===== config.mk =====
export PLATFORM = sky130hd
export DESIGN_NAME = fixed_timestep_frame_timer_unit_flat
export DESIGN_NICKNAME = d
export VERILOG_FILES = /design/src/rtl/core/fttu_pkg.sv /design/src/rtl/core/fttu_if.sv /design/src/rtl/core/fixed_timestep_frame_timer_unit.sv /design/src/flat_wrapper.sv
export VERILOG_INCLUDE_DIRS = /design/src /design/src/rtl/core
export SDC_FILE = /design/constraint.sdc
export NUM_CORES = 2
export LEC_CHECK = 0
export BUFFER_PORTS_ARGS = -buffer_cell sky130_fd_sc_hd__buf_2
export CAP_MARGIN = 20
export CORE_MARGIN = 1.5
export CORE_UTILIZATION = 26
export DETAILED_ROUTE_END_ITERATION = 8
export PLACE_DENSITY_LB_ADDON = 0.12
export SYNTH_ARGS = -nofsm -noshare
export SYNTH_HDL_FRONTEND = slang
export SYNTH_SLANG_ARGS = --single-unit

===== constraint.sdc =====
create_clock -name clk -period 10.6 [get_ports clk]
set_clock_uncertainty 0.05 [all_clocks]
set_input_delay 1.06 -clock clk [delete_from_list [all_inputs] [get_ports clk]]
set_output_delay 1.06 -clock clk [all_outputs]
set_load 0.01 [all_outputs]

===== src/rtl/core/assert_macros.svh =====
// Assertion macros shared by the frame timer RTL.
// Each macro takes a label, clock, active-low reset, antecedent, consequent and message.
`ifndef ASSERT_MACROS_SVH
`define ASSERT_MACROS_SVH

// Same-cycle implication, checked out of reset.
`define FTTU_ASSERT_IMP(lbl, clk, rst_n, ante, cons, msg) \
  lbl: assert property (@(posedge clk) disable iff (!rst_n) (ante) |-> (cons)) \
    else $error(msg);

// Next-cycle implication, checked out of reset.
`define FTTU_ASSERT_NXT(lbl, clk, rst_n, ante, cons, msg) \
  lbl: assert property (@(posedge clk) disable iff (!rst_n) (ante) |=> (cons)) \
    else $error(msg);

`endif


===== src/rtl/core/fttu_pkg.sv =====
// Package for the frame timer: sequencer state type, register codes and fixed constants.
// No dependencies.
`timescale 1ns / 1ps

package fttu_pkg;

  // Canonical tick rate.
  localparam int unsigned TICKS_PER_SECOND = 10000000;

  // Snap window around the target period, in canonical ticks.
  localparam logic [63:0] SNAP_WINDOW = 64'(TICKS_PER_SECOND / 4000);

  // Register reset values.
  localparam logic [31:0] TARGET_RESET    = 32'(TICKS_PER_SECOND / 60);
  localparam logic [31:0] FREQ_RESET      = 32'd10000000;
  localparam logic [31:0] MAX_DELTA_RESET = 32'd1000000;

  // Shared divider: one quotient bit per cycle over a 64-bit dividend.
  localparam int DIV_STEPS = 64;
  localparam int STEP_W    = $clog2(DIV_STEPS);

  // Configuration register indexes.
  localparam int CFG_IDX_W = 8;
  localparam logic [CFG_IDX_W-1:0] CFG_FIXED_MODE = 8'd0;
  localparam logic [CFG_IDX_W-1:0] CFG_TARGET     = 8'd1;
  localparam logic [CFG_IDX_W-1:0] CFG_FREQ       = 8'd2;
  localparam logic [CFG_IDX_W-1:0] CFG_MAX_DELTA  = 8'd3;

  typedef enum logic [3:0] {
    S_IDLE,
    S_CLAMP,
    S_MUL,
    S_DIV,
    S_SNAP,
    S_ADD,
    S_EMIT,
    S_RATE,
    S_MOD
  } fttu_state_t;

endpackage


===== src/rtl/core/fttu_if.sv =====
// Channel interfaces of the frame timer: tick input, frame output, register write.
// Depends on fttu_pkg for the register index width.
`timescale 1ns / 1ps

interface fttu_in_if;
  logic        valid;
  logic        ready;
  logic        kind;
  logic [63:0] counter_now;

  modport source (output valid, kind, counter_now, input ready);
  modport sink   (input valid, kind, counter_now, output ready);
endinterface

interface fttu_out_if;
  logic        valid;
  logic        ready;
  logic [63:0] elapsed_ticks;
  logic [63:0] total_ticks;
  logic [31:0] frame_number;
  logic [31:0] frames_per_second;
  logic        last;

  modport source (output valid, elapsed_ticks, total_ticks, frame_number,
                  frames_per_second, last, input ready);
  modport sink   (input valid, elapsed_ticks, total_ticks, frame_number,
                  frames_per_second, last, output ready);
endinterface

interface fttu_cfg_if;
  logic                           valid;
  logic                           ready;
  logic [fttu_pkg::CFG_IDX_W-1:0] index;
  logic [31:0]                    data;

  modport source (output valid, index, data, input ready);
  modport sink   (input valid, index, data, output ready);
endinterface


===== src/rtl/core/fixed_timestep_frame_timer_unit.sv =====
// Frame pacing timer, top level. Depends on fttu_pkg, fttu_if.sv and assert_macros.svh.
// Channels: in_ch takes tick beats (kind 0, raw counter sample) and reset beats (kind 1);
// out_ch gives one beat per frame, last set on the final frame of a tick; cfg_ch writes
// fixed_mode (0), target_ticks (1), counter_frequency (2), max_delta (3); always ready.
// A tick walks a small sequencer around one shared restoring divider: clamp, a 32x32
// multiply by the tick rate, the divide for the tick conversion, snap, leftover add,
// then frames at one per cycle while out_ch keeps up. After the frames the rate check
// runs; when a counter second has filled, the same divider reduces the accumulator to
// its remainder. A reset beat keeps the sequencer idle and emits nothing.
// Reset (rst_n low at a clock edge) loads register defaults, clears all timing state and
// drops any pending frame. A stalled receiver holds the frame register; the sequencer
// waits in the frame loop and in_ch stays low until the tick is done.
`timescale 1ns / 1ps
`include "assert_macros.svh"

module fixed_timestep_frame_timer_unit #(
  parameter int MAX_FRAMES_PER_TICK = 64
) (
  input  logic        clk,
  input  logic        rst_n,
  fttu_in_if.sink     in_ch,
  fttu_out_if.source  out_ch,
  fttu_cfg_if.sink    cfg_ch
);

  localparam int NW = $clog2(MAX_FRAMES_PER_TICK + 1);
  localparam int SW = fttu_pkg::STEP_W;

  // Configuration registers.
  logic        fixed_mode_r;
  logic [31:0] target_r;
  logic [31:0] freq_r;
  logic [31:0] max_delta_r;

  // Timing state.
  fttu_pkg::fttu_state_t state_r, state_nxt;
  logic [63:0] last_sample_r, last_sample_nxt;
  logic [63:0] sec_acc_r,     sec_acc_nxt;
  logic [63:0] tick_total_r,  tick_total_nxt;
  logic [63:0] leftover_r,    leftover_nxt;
  logic [31:0] frame_cnt_r,   frame_cnt_nxt;
  logic [31:0] rate_r,        rate_nxt;
  logic [31:0] fis_r,         fis_nxt;

  // Working registers of the sequencer and shared divider.
  logic [63:0]   delta_r, delta_nxt;
  logic [31:0]   clamp_r, clamp_nxt;
  logic [63:0]   dvd_r,   dvd_nxt;
  logic [31:0]   rem_r,   rem_nxt;
  logic [SW-1:0] step_r,  step_nxt;
  logic [NW-1:0] n_r,     n_nxt;

  // Frame output register.
  logic        out_valid_r,   out_valid_nxt;
  logic [63:0] out_elapsed_r, out_elapsed_nxt;
  logic [63:0] out_total_r,   out_total_nxt;
  logic [31:0] out_frame_r,   out_frame_nxt;
  logic [31:0] out_fps_r,     out_fps_nxt;
  logic        out_last_r,    out_last_nxt;

  // Combinational helpers.
  logic        in_fire;
  logic        out_free;
  logic [31:0] freq_eff;
  logic [32:0] rem_sh;
  logic        div_ge;
  logic [31:0] rem_step;
  logic        div_done;
  logic        can_frame;
  logic        frame_last;
  logic        emit_load;
  logic        emit_last;
  logic [63:0] tgt64;
  logic [63:0] diff;
  logic [64:0] sum_wide;
  logic        acc_ge;
  logic [31:0] fis_inc;

  assign in_ch.ready  = (state_r == fttu_pkg::S_IDLE);
  assign cfg_ch.ready = 1'b1;
  assign in_fire      = in_ch.valid && in_ch.ready;
  assign out_free     = !out_valid_r || out_ch.ready;

  assign out_ch.valid             = out_valid_r;
  assign out_ch.elapsed_ticks     = out_elapsed_r;
  assign out_ch.total_ticks       = out_total_r;
  assign out_ch.frame_number      = out_frame_r;
  assign out_ch.frames_per_second = out_fps_r;
  assign out_ch.last              = out_last_r;

  // A zero frequency counts as one.
  assign freq_eff = (freq_r == 32'd0) ? 32'd1 : freq_r;
  assign tgt64    = {32'd0, target_r};

  // One restoring divide step: shift in the next dividend bit, subtract when it fits.
  assign rem_sh   = {rem_r, dvd_r[63]};
  assign div_ge   = rem_sh >= {1'b0, freq_eff};
  assign rem_step = div_ge ? 32'(rem_sh - {1'b0, freq_eff}) : rem_sh[31:0];
  assign div_done = (step_r == SW'(fttu_pkg::DIV_STEPS - 1));

  // Frame loop: a whole period fits under the cap; last at the cap or if no second fits.
  assign can_frame  = (n_r < NW'(MAX_FRAMES_PER_TICK)) && (leftover_r >= tgt64);
  assign frame_last = (n_r == NW'(MAX_FRAMES_PER_TICK - 1)) ||
                      ({1'b0, leftover_r} < {32'd0, target_r, 1'b0});
  assign emit_load  = (state_r == fttu_pkg::S_EMIT) && out_free &&
                      (!fixed_mode_r || can_frame);
  assign emit_last  = !fixed_mode_r || frame_last;

  assign diff     = (dvd_r >= tgt64) ? (dvd_r - tgt64) : (tgt64 - dvd_r);
  assign sum_wide = {1'b0, leftover_r} + {1'b0, dvd_r};
  assign acc_ge   = sec_acc_r >= {32'd0, freq_eff};
  assign fis_inc  = fis_r + 32'((n_r != '0) ? 1 : 0);

  // Next state.
  always_comb begin
    state_nxt = state_r;
    unique case (state_r)
      fttu_pkg::S_IDLE: begin
        if (in_fire && !in_ch.kind) state_nxt = fttu_pkg::S_CLAMP;
      end
      fttu_pkg::S_CLAMP: state_nxt = fttu_pkg::S_MUL;
      fttu_pkg::S_MUL:   state_nxt = fttu_pkg::S_DIV;
      fttu_pkg::S_DIV: begin
        if (div_done) state_nxt = fttu_pkg::S_SNAP;
      end
      fttu_pkg::S_SNAP:  state_nxt = fttu_pkg::S_ADD;
      fttu_pkg::S_ADD:   state_nxt = fttu_pkg::S_EMIT;
      fttu_pkg::S_EMIT: begin
        // Leave once the final frame is loaded, or when no frame fits at all.
        priority if (!out_free) state_nxt = fttu_pkg::S_EMIT;
        else if (emit_load && !emit_last) state_nxt = fttu_pkg::S_EMIT;
        else state_nxt = fttu_pkg::S_RATE;
      end
      fttu_pkg::S_RATE: begin
        state_nxt = acc_ge ? fttu_pkg::S_MOD : fttu_pkg::S_IDLE;
      end
      fttu_pkg::S_MOD: begin
        if (div_done) state_nxt = fttu_pkg::S_IDLE;
      end
      default: state_nxt = fttu_pkg::S_IDLE;
    endcase
  end

  // Datapath updates per state.
  always_comb begin
    last_sample_nxt = last_sample_r;
    sec_acc_nxt     = sec_acc_r;
    tick_total_nxt  = tick_total_r;
    leftover_nxt    = leftover_r;
    frame_cnt_nxt   = frame_cnt_r;
    rate_nxt        = rate_r;
    fis_nxt         = fis_r;
    delta_nxt       = delta_r;
    clamp_nxt       = clamp_r;
    dvd_nxt         = dvd_r;
    rem_nxt         = rem_r;
    step_nxt        = step_r;
    n_nxt           = n_r;
    out_valid_nxt   = out_valid_r && !out_ch.ready;
    out_elapsed_nxt = out_elapsed_r;
    out_total_nxt   = out_total_r;
    out_frame_nxt   = out_frame_r;
    out_fps_nxt     = out_fps_r;
    out_last_nxt    = out_last_r;

    unique case (state_r)
      fttu_pkg::S_IDLE: begin
        if (in_fire) begin
          last_sample_nxt = in_ch.counter_now;
          if (in_ch.kind) begin
            // Reset beat: recapture the sample, drop leftover and rate tracking.
            leftover_nxt = '0;
            rate_nxt     = '0;
            fis_nxt      = '0;
            sec_acc_nxt  = '0;
          end else begin
            delta_nxt = in_ch.counter_now - last_sample_r;
            n_nxt     = '0;
          end
        end
      end
      fttu_pkg::S_CLAMP: begin
        sec_acc_nxt = sec_acc_r + delta_r;
        clamp_nxt   = (delta_r > {32'd0, max_delta_r}) ? max_delta_r : delta_r[31:0];
      end
      fttu_pkg::S_MUL: begin
        dvd_nxt  = 64'(clamp_r) * 64'(fttu_pkg::TICKS_PER_SECOND);
        rem_nxt  = '0;
        step_nxt = '0;
      end
      fttu_pkg::S_DIV, fttu_pkg::S_MOD: begin
        dvd_nxt  = {dvd_r[62:0], div_ge};
        rem_nxt  = rem_step;
        step_nxt = step_r + SW'(1);
        if (state_r == fttu_pkg::S_MOD && div_done) sec_acc_nxt = {32'd0, rem_step};
      end
      fttu_pkg::S_SNAP: begin
        if (fixed_mode_r && diff < fttu_pkg::SNAP_WINDOW) dvd_nxt = tgt64;
      end
      fttu_pkg::S_ADD: begin
        // Saturate the leftover; variable mode keeps none.
        if (fixed_mode_r) leftover_nxt = sum_wide[64] ? '1 : sum_wide[63:0];
        else              leftover_nxt = '0;
      end
      fttu_pkg::S_EMIT: begin
        if (emit_load) begin
          out_valid_nxt   = 1'b1;
          out_elapsed_nxt = fixed_mode_r ? tgt64 : dvd_r;
          out_total_nxt   = tick_total_r + (fixed_mode_r ? tgt64 : dvd_r);
          out_frame_nxt   = frame_cnt_r + 32'd1;
          out_fps_nxt     = rate_r;
          out_last_nxt    = emit_last;
          tick_total_nxt  = tick_total_r + (fixed_mode_r ? tgt64 : dvd_r);
          frame_cnt_nxt   = frame_cnt_r + 32'd1;
          n_nxt           = n_r + NW'(1);
          if (fixed_mode_r) leftover_nxt = leftover_r - tgt64;
        end
      end
      fttu_pkg::S_RATE: begin
        if (acc_ge) begin
          // A counter second has filled: latch the rate, reduce the accumulator.
          rate_nxt = fis_inc;
          fis_nxt  = '0;
          dvd_nxt  = sec_acc_r;
          rem_nxt  = '0;
          step_nxt = '0;
        end else begin
          fis_nxt = fis_inc;
        end
      end
      default: begin
      end
    endcase
  end

  // Configuration writes; indexes beyond the list are ignored.
  always_ff @(posedge clk) begin
    if (!rst_n) begin
      fixed_mode_r <= 1'b0;
      target_r     <= fttu_pkg::TARGET_RESET;
      freq_r       <= fttu_pkg::FREQ_RESET;
      max_delta_r  <= fttu_pkg::MAX_DELTA_RESET;
    end else if (cfg_ch.valid && cfg_ch.ready) begin
      unique case (cfg_ch.index)
        fttu_pkg::CFG_FIXED_MODE: fixed_mode_r <= cfg_ch.data[0];
        fttu_pkg::CFG_TARGET:     target_r     <= cfg_ch.data;
        fttu_pkg::CFG_FREQ:       freq_r       <= cfg_ch.data;
        fttu_pkg::CFG_MAX_DELTA:  max_delta_r  <= cfg_ch.data;
        default: begin
        end
      endcase
    end
  end

  always_ff @(posedge clk) begin
    if (!rst_n) begin
      state_r       <= fttu_pkg::S_IDLE;
      last_sample_r <= '0;
      sec_acc_r     <= '0;
      tick_total_r  <= '0;
      leftover_r    <= '0;
      frame_cnt_r   <= '0;
      rate_r        <= '0;
      fis_r         <= '0;
      step_r        <= '0;
      n_r           <= '0;
      out_valid_r   <= 1'b0;
    end else begin
      state_r       <= state_nxt;
      last_sample_r <= last_sample_nxt;
      sec_acc_r     <= sec_acc_nxt;
      tick_total_r  <= tick_total_nxt;
      leftover_r    <= leftover_nxt;
      frame_cnt_r   <= frame_cnt_nxt;
      rate_r        <= rate_nxt;
      fis_r         <= fis_nxt;
      step_r        <= step_nxt;
      n_r           <= n_nxt;
      out_valid_r   <= out_valid_nxt;
    end
  end

  // Payload and working registers need no reset.
  always_ff @(posedge clk) begin
    delta_r       <= delta_nxt;
    clamp_r       <= clamp_nxt;
    dvd_r         <= dvd_nxt;
    rem_r         <= rem_nxt;
    out_elapsed_r <= out_elapsed_nxt;
    out_total_r   <= out_total_nxt;
    out_frame_r   <= out_frame_nxt;
    out_fps_r     <= out_fps_nxt;
    out_last_r    <= out_last_nxt;
  end

  `FTTU_ASSERT_NXT(a_tick_busy, clk, rst_n, in_fire && !in_ch.kind, !in_ch.ready,
                   "tick beat did not make the block busy")
  `FTTU_ASSERT_NXT(a_last_ends_loop, clk, rst_n, emit_load && emit_last,
                   state_r == fttu_pkg::S_RATE, "frame loop ran past the last frame")
  `FTTU_ASSERT_NXT(a_mod_reduced, clk, rst_n, state_r == fttu_pkg::S_MOD && div_done,
                   sec_acc_r < {32'd0, freq_eff}, "second accumulator not reduced")
  `FTTU_ASSERT_IMP(a_frame_cap, clk, rst_n, 1'b1, n_r <= NW'(MAX_FRAMES_PER_TICK),
                   "frame count passed the per-tick cap")

endmodule


===== src/flat_wrapper.sv =====
// flat-port wrapper written by rule: the top's interface ports become plain ports
module fixed_timestep_frame_timer_unit_flat 
#(
  parameter int MAX_FRAMES_PER_TICK = 64
)
  (clk, rst_n, in_ch_valid, in_ch_kind, in_ch_counter_now, in_ch_ready, out_ch_valid, out_ch_elapsed_ticks, out_ch_total_ticks, out_ch_frame_number, out_ch_frames_per_second, out_ch_last, out_ch_ready, cfg_ch_valid, cfg_ch_index, cfg_ch_data, cfg_ch_ready);
  fttu_in_if in_ch_i ();
  fttu_out_if out_ch_i ();
  fttu_cfg_if cfg_ch_i ();
  input  logic clk;
  input  logic rst_n;
  input wire logic [$bits(in_ch_i.valid)-1:0] in_ch_valid;
  input wire logic [$bits(in_ch_i.kind)-1:0] in_ch_kind;
  input wire logic [$bits(in_ch_i.counter_now)-1:0] in_ch_counter_now;
  output wire logic [$bits(in_ch_i.ready)-1:0] in_ch_ready;
  output wire logic [$bits(out_ch_i.valid)-1:0] out_ch_valid;
  output wire logic [$bits(out_ch_i.elapsed_ticks)-1:0] out_ch_elapsed_ticks;
  output wire logic [$bits(out_ch_i.total_ticks)-1:0] out_ch_total_ticks;
  output wire logic [$bits(out_ch_i.frame_number)-1:0] out_ch_frame_number;
  output wire logic [$bits(out_ch_i.frames_per_second)-1:0] out_ch_frames_per_second;
  output wire logic [$bits(out_ch_i.last)-1:0] out_ch_last;
  input wire logic [$bits(out_ch_i.ready)-1:0] out_ch_ready;
  input wire logic [$bits(cfg_ch_i.valid)-1:0] cfg_ch_valid;
  input wire logic [$bits(cfg_ch_i.index)-1:0] cfg_ch_index;
  input wire logic [$bits(cfg_ch_i.data)-1:0] cfg_ch_data;
  output wire logic [$bits(cfg_ch_i.ready)-1:0] cfg_ch_ready;
  assign in_ch_i.valid = in_ch_valid;
  assign in_ch_i.kind = in_ch_kind;
  assign in_ch_i.counter_now = in_ch_counter_now;
  assign in_ch_ready = in_ch_i.ready;
  assign out_ch_valid = out_ch_i.valid;
  assign out_ch_elapsed_ticks = out_ch_i.elapsed_ticks;
  assign out_ch_total_ticks = out_ch_i.total_ticks;
  assign out_ch_frame_number = out_ch_i.frame_number;
  assign out_ch_frames_per_second = out_ch_i.frames_per_second;
  assign out_ch_last = out_ch_i.last;
  assign out_ch_i.ready = out_ch_ready;
  assign cfg_ch_i.valid = cfg_ch_valid;
  assign cfg_ch_i.index = cfg_ch_index;
  assign cfg_ch_i.data = cfg_ch_data;
  assign cfg_ch_ready = cfg_ch_i.ready;
  fixed_timestep_frame_timer_unit #(.MAX_FRAMES_PER_TICK(MAX_FRAMES_PER_TICK)) u_core (.clk(clk), .rst_n(rst_n), .in_ch(in_ch_i), .out_ch(out_ch_i), .cfg_ch(cfg_ch_i));
endmodule

## After elaboration in Yosys (flattened, before gate mapping)

Cells that the tools add are included.

| storage, ports and cells | value |
|---|---|
| flip-flop bits (word level) | 852 |
| input bits | 110 |
| output and inout port bits | 196 |

| cells by class | value |
|---|---|
| $add $sub $neg | 12 |
| multiply operators | 1 |
| magnitude comparators | 8 |
| eq/ne operators | 24 |
| multiplexer cells | 41 |
| bitwise gates (word level) | 1 |
| reduce and logical (&&, ||, !) cells | 44 |

Operators by type and width:

| cell | number |
|---|---|
| 2-to-1 mux 64 bit | 11 |
| case mux 64 bit (3 select lines) | 2 |
| 2-to-1 mux 32 bit | 8 |
| case mux 64 bit (4 select lines) | 1 |
| >= comparator 64 x 32 -> 1 bit | 3 |
| adder 64 bit | 2 |
| case mux 32 bit (2 select lines) | 2 |
| subtractor 64 x 32 -> 64 bit | 2 |
| case mux 32 bit (3 select lines) | 1 |
| adder 64 x 64 -> 65 bit | 1 |
| > comparator 64 x 32 -> 1 bit | 1 |
| < comparator 64 x 12 -> 1 bit (second input constant) | 1 |
| < comparator 64 x 33 -> 1 bit | 1 |
| subtractor 32 x 64 -> 64 bit | 1 |
| subtractor 64 bit | 1 |
| multiplier 32 x 17 -> 49 bit (second input constant) | 1 |
| case mux 4 bit (9 select lines) | 1 |
| >= comparator 33 x 32 -> 1 bit | 1 |
| adder 32 x 1 -> 32 bit (second input constant) | 1 |
| adder 32 bit | 1 |
| logical NOT 32 bit | 1 |
| subtractor 32 bit | 1 |
| 2-to-1 mux 7 bit | 3 |
| 2-to-1 mux 4 bit | 5 |
| other kinds (32) | 78 |

## Depth between registers and ports, before layout

| logic depth | value |
|---|---|
| depth after elaboration | 8 |
| mapped depth | 24 |

## Worst setup path after synthesis

OpenSTA, ideal clock, no wires.

| path | value |
|---|---|
| kind | flip-flop to flip-flop |
| start | reg u_core.target_r[13] |
| end | reg u_core.out_elapsed_r[0] (netlist: u_core.out_ch.elapsed_ticks[0]) (enable) |
| data arrival time | 8.460 ns |
| required time | 9.917 ns |
| setup slack | 1.457 ns |
| stages on the path, launching flop included | 17 |
| path buffers | 5 |
| clock period less this slack | 9.143 ns |
| cells stage by stage | dfxtp_1 > inv_1 > ha_1 > clkbuf_1 > and3_1 > nand4_1 > nor2_1 > a211oi_1 > o2111ai_1 > nand2_1 > a21o_1 > a21o_1 > clkbuf_1 > inv_1 > clkbuf_1 > clkbuf_1 > clkbuf_1 |

| between the ends | value |
|---|---|
| longest elaborated chain between the ends | 5 |

RTL lines:

| what | line | source |
|---|---|---|
| start: declaration | fixed_timestep_frame_timer_unit.sv:31 | `logic [31:0] target_r;` |
| start signal: assignment | fixed_timestep_frame_timer_unit.sv:240 | `target_r <= fttu_pkg::TARGET_RESET;` |
| start signal: assignment | fixed_timestep_frame_timer_unit.sv:246 | `fttu_pkg::CFG_TARGET: target_r <= cfg_ch.data;` |
| >= comparator 64 x 32 -> 1 bit | fixed_timestep_frame_timer_unit.sv:102 | `assign can_frame = (n_r < NW'(MAX_FRAMES_PER_TICK)) && (leftover_r >= tgt64);` |
| logical AND 1 bit | fixed_timestep_frame_timer_unit.sv:102 |  |
| logical OR 1 bit | fixed_timestep_frame_timer_unit.sv:106 | `(!fixed_mode_r \|\| can_frame);` |
| logical AND 1 bit | fixed_timestep_frame_timer_unit.sv:105 | `assign emit_load = (state_r == fttu_pkg::S_EMIT) && out_free &&` |
| AND reduction 2 bit (no source line) | -- |  |
| end signal: assignment | fixed_timestep_frame_timer_unit.sv:289 | `out_elapsed_r <= out_elapsed_nxt;` |
| end: declaration | fixed_timestep_frame_timer_unit.sv:55 | `logic [63:0] out_elapsed_r, out_elapsed_nxt;` |

No other way between the ends.
A chain may end at the register's enable or synchronous reset.

## Worst setup path in the final report

| path | value |
|---|---|
| start | reg u_core.clamp_r[7] |
| end | reg u_core.dvd_r[54] (data pin) |

| between the ends | value |
|---|---|
| longest elaborated chain between the ends | 2 |

RTL lines:

| what | line | source |
|---|---|---|
| start: declaration | fixed_timestep_frame_timer_unit.sv:47 | `logic [31:0] clamp_r, clamp_nxt;` |
| start signal: assignment | fixed_timestep_frame_timer_unit.sv:286 | `clamp_r <= clamp_nxt;` |
| multiplier 32 x 17 -> 49 bit | fixed_timestep_frame_timer_unit.sv:187 | `dvd_nxt = 64'(clamp_r) * 64'(fttu_pkg::TICKS_PER_SECOND);` |
| case mux 64 bit (4 select lines) | fixed_timestep_frame_timer_unit.sv:166 | `unique case (state_r)` |
| named net u_core.dvd_nxt[54] | fixed_timestep_frame_timer_unit.sv:48 | `logic [63:0] dvd_r, dvd_nxt;` |
| end signal: assignment | fixed_timestep_frame_timer_unit.sv:287 | `dvd_r <= dvd_nxt;` |
| end: declaration | fixed_timestep_frame_timer_unit.sv:48 |  |

The timed path passes the listed nets, and every way through them passes these cells.

==> summary.md <==
| Metric | Value |
|---|---|
| DR vias | approximately 57,000 |
| Status | completed |
| Period Utilization, post-route | between 60% and 70% |
| Proportion of layout cells with a drive suffix above 1 | a little under a tenth |
| VDD IR max | approximately 0.5 mV |
| Leakage Power | just over 30 nW |
| Gr ovfl total | 0 |
| Most frequent CP cell | ha_1 |
| Post-synth top cells | nand2_1, a21oi_1, ha_1 |
| Worst path required time | between 10 and 15 ns |
| FF+latch count, synth | between 800 and 900 |
| Max Clk Rate | around 140 MHz |
| CORE AREA | 251,000 sq um |
| TritonCTS clock tree | done |
| RSZ-0062 raised after global routing | false |
| Main synth FF type | dfxtp_1 |
| Total chip power | 0.0258 W |
| IO Count | 306 |
| CP cell instances | ha_1 > ha_1 > ha_1 > inv_1 > fa_1 > inv_1 > fa_1 > fa_1 > ha_1 > a21oi_1 > o21ai_0 > nor3_1 > a211oi_1 > a221oi_1 > o21ai_0 > a211oi_1 > nor4_1 > o2111ai_1 > a21oi_1 > o21ai_0 > a31o_2 |
| Inserted Clock Buffers | about 110 |
| Worst Hold Slack | ~0.35 ns |
| GRT Util Overall | a little under a fifth |
| Detail Route Antenna Nets | 0 |
| Syn nets | ~8,600 |
| Area Growth Syn to Fin | 13.9% |
| Synth warn | 0 |
| CP max-delay cell | nor4_1 |
| Initial antenna violation count | 20 |
| Top cell type by total area after synthesis | edfxtp_1 |
| First-pass GRT wire length | 367,000 microns |
| Root Driver | clkbuf_16 |
| TNS Setup | 0 ns |
| Clock Latency Late Sink | a little under 0.8 ns |
| Hold Buf Count CTS | 0 |
| Fin nets | ~9,000 |
| Vias in the first global route | between 50,000 and 60,000 |
| Final setup viols | 0 |
| First-pass iteration count of the detailed router | 6 |
| CTS clk-pin slew, worst paths | ~0.06 ns |
| Top cells by area, synth | edfxtp_1, dfxtp_1, ha_1 |
| Pin count of the biggest net entering global routing | 140 |
| Final non-filler cell total | about 11,000 |
| Slew @ Worst Pin | 1.14 ns |
| Drt total wl | 246,000 microns |
| Top-count cell post-synth | nand2_1 |
| Crit path largest cell delay | between 0.6 and 0.7 ns |
| DRC viols | 0 |
| Top-area cell type share of the netlist area | approximately 18% |
| Cell row count | about 180 |
| Kind of critical path | reg -> reg |
| CP endpoint kind | flop |
| Hpwl dp | approximately 200,000 microns |
| Syn_area_per_cell | between 8 and 9 sq um |
| Die H | a little over 500 microns |
| Gpl congestion | between 0.9 and 1 |
| MaxCap Viol Count | 0 |
| Worst EP arrival | between 7 and 8 ns |
| Pre-CTS setup slack | 3.30 ns |
| Num Clock Sinks | approximately 850 |
| Setup repair bufs after CTS | 0 |
| Die width | around 500 microns |
| Hold Fails Final Rpt | 0 |
| DRT iter0 DRCs | about 4,000 |
| Number of synthesized flops with an enable pin | a little under 400 |
| Final Critical Period | just over 7 ns |
| Drt wl/cell | 21.9 microns |
| Post-Synthesis Cell Area | 65,700 sq um |
| Pins Over Slew Limit | 0 |
| Fill count | 26,700 |
| Die Footprint | roughly 260,000 sq um |
| Synth Instances | 7,585 |
| Routed vias/inst | around 5.1 |
| Worst-path fanout max | 6 |
| Dpl cells | ~11,000 |
| Clock tree buffer depth | 3 |
| Post-CTS sizing | 0 |
| Initial Utilization | between 20% and 30% |
| Sequential fraction of the synthesis area | 31.8% |
| Synth unique cells | between 90 and 100 |
| Relative slew slack | between 20% and 30% |
| Port Buffer Count | between 300 and 400 |
| Crit start category | flop |
| Worst setup margin | approximately 3.5 ns |
| Hold WC Path Type | reg -> reg |
| H-Tree Depth | 3 |
| Async SR Flop Fraction | 0% |
| PD cells | around 340 nW/um^2 |
-- cells by family (layout without fill, tap and decap cells) --
kind of cell	Yosys count	in the layout	share of synthesized area [%]
AOI/OAI and AO/OA	2241	2241	21.5
xor gates and xnor gates	422	422	5.63
adders and majority gates	901	901	19.1
buffers and inverters	974	1268	5.61
DFF	852	852	31.8
muxes	75	75	1.23
other	1	13	0.00571
and+or+nand+nor	2119	2119	15.1
-- critical path: cells and delay by family, from the launching register on --
family                     cells  cell delay (ns)
DFF                            1             0.55
AOI/OAI and AO/OA             10             2.65
adders and majority gates      7             2.72
buffers and inverters          2             0.11
and+or+nand+nor                2             0.79
-- cells in the final DEF, fill, tap and decap left out, drive strengths merged, types with 253 or more instances in the layout --
cell type	Yosys	final
nand2	848	848
nor2	431	431
o21ai	508	508
a21o	253	253
edfxtp	385	385
inv	673	679
buf	28	388
ha	731	731
dfxtp	467	467
a21oi	768	768
-- final timing paths --
kind                                                     from                                      endpoint  slack [ns]  cells after the start
worst max-delay path              u_core.clamp_r[7]$_DFFE_PP_                    u_core.dvd_r[54]$_DFFE_PP_        3.51                     21
worst min-delay path            u_core.rate_r[1]$_SDFFE_PN0P_  u_core.out_ch.frames_per_second[1]$_DFFE_PP_        0.35                      0
worst max register to register    u_core.clamp_r[7]$_DFFE_PP_                    u_core.dvd_r[54]$_DFFE_PP_        3.51                     21
worst min register to register  u_core.rate_r[1]$_SDFFE_PN0P_  u_core.out_ch.frames_per_second[1]$_DFFE_PP_        0.35                      0
-- where the power goes --
part | switching (W) | internal [W] | leakage (nW)
Sequential | 0.000648 | 0.00442 | 7.41
Combinational | 0.0102 | 0.00667 | 21.9
Clock | 0.00165 | 0.00224 | 1.82
Total | 0.0125 | 0.0133 | 31.2
-- flip-flops by register name, summed over array words and instances, names as in the netlist, 64 cells and up --
register,cells
u_core.delta_r,64
u_core.dvd_r,64
u_core.last_sample_r,64
u_core.leftover_r,64
u_core.out_ch.elapsed_ticks,64
u_core.out_ch.total_ticks,64
u_core.sec_acc_r,64
u_core.tick_total_r,64
-- through the flow --
step	utilization [%]	area [sq um]
CTS	29.7	74700
finish	29.8	74800
global route	29.8	74700
floorplan	-	65700
global placement	28.3	71000
detailed placement	28.3	71000
-- layer usage --
layer	wire [microns]	global-route usage, %	vias up
li1	-	-	27600
met3	10800	2.31	256
met1	121000	26.8	27700
met5	13	0	-
met2	109000	29.8	1292
met4	5510	4.14	2
-- cell type report --
| type | count | area, sq um | area share, % |
|---|---|---|---|
| Antenna cell | 12 | 30.0 | 0.0402 |
| Clock buffer | 142 | 2970 | 3.98 |
| Clock inverter | 63 | 749 | 1.00 |
| Inverter | 674 | 2540 | 3.40 |
| Multi-Input combinational cell | 5759 | 41200 | 55.1 |
| Sequential cell | 852 | 20900 | 28.0 |
| Tap cell | 3348 | 4190 | 5.60 |
| Timing Repair Buffer | 389 | 2180 | 2.91 |
(Power assumes the default switching activity.)
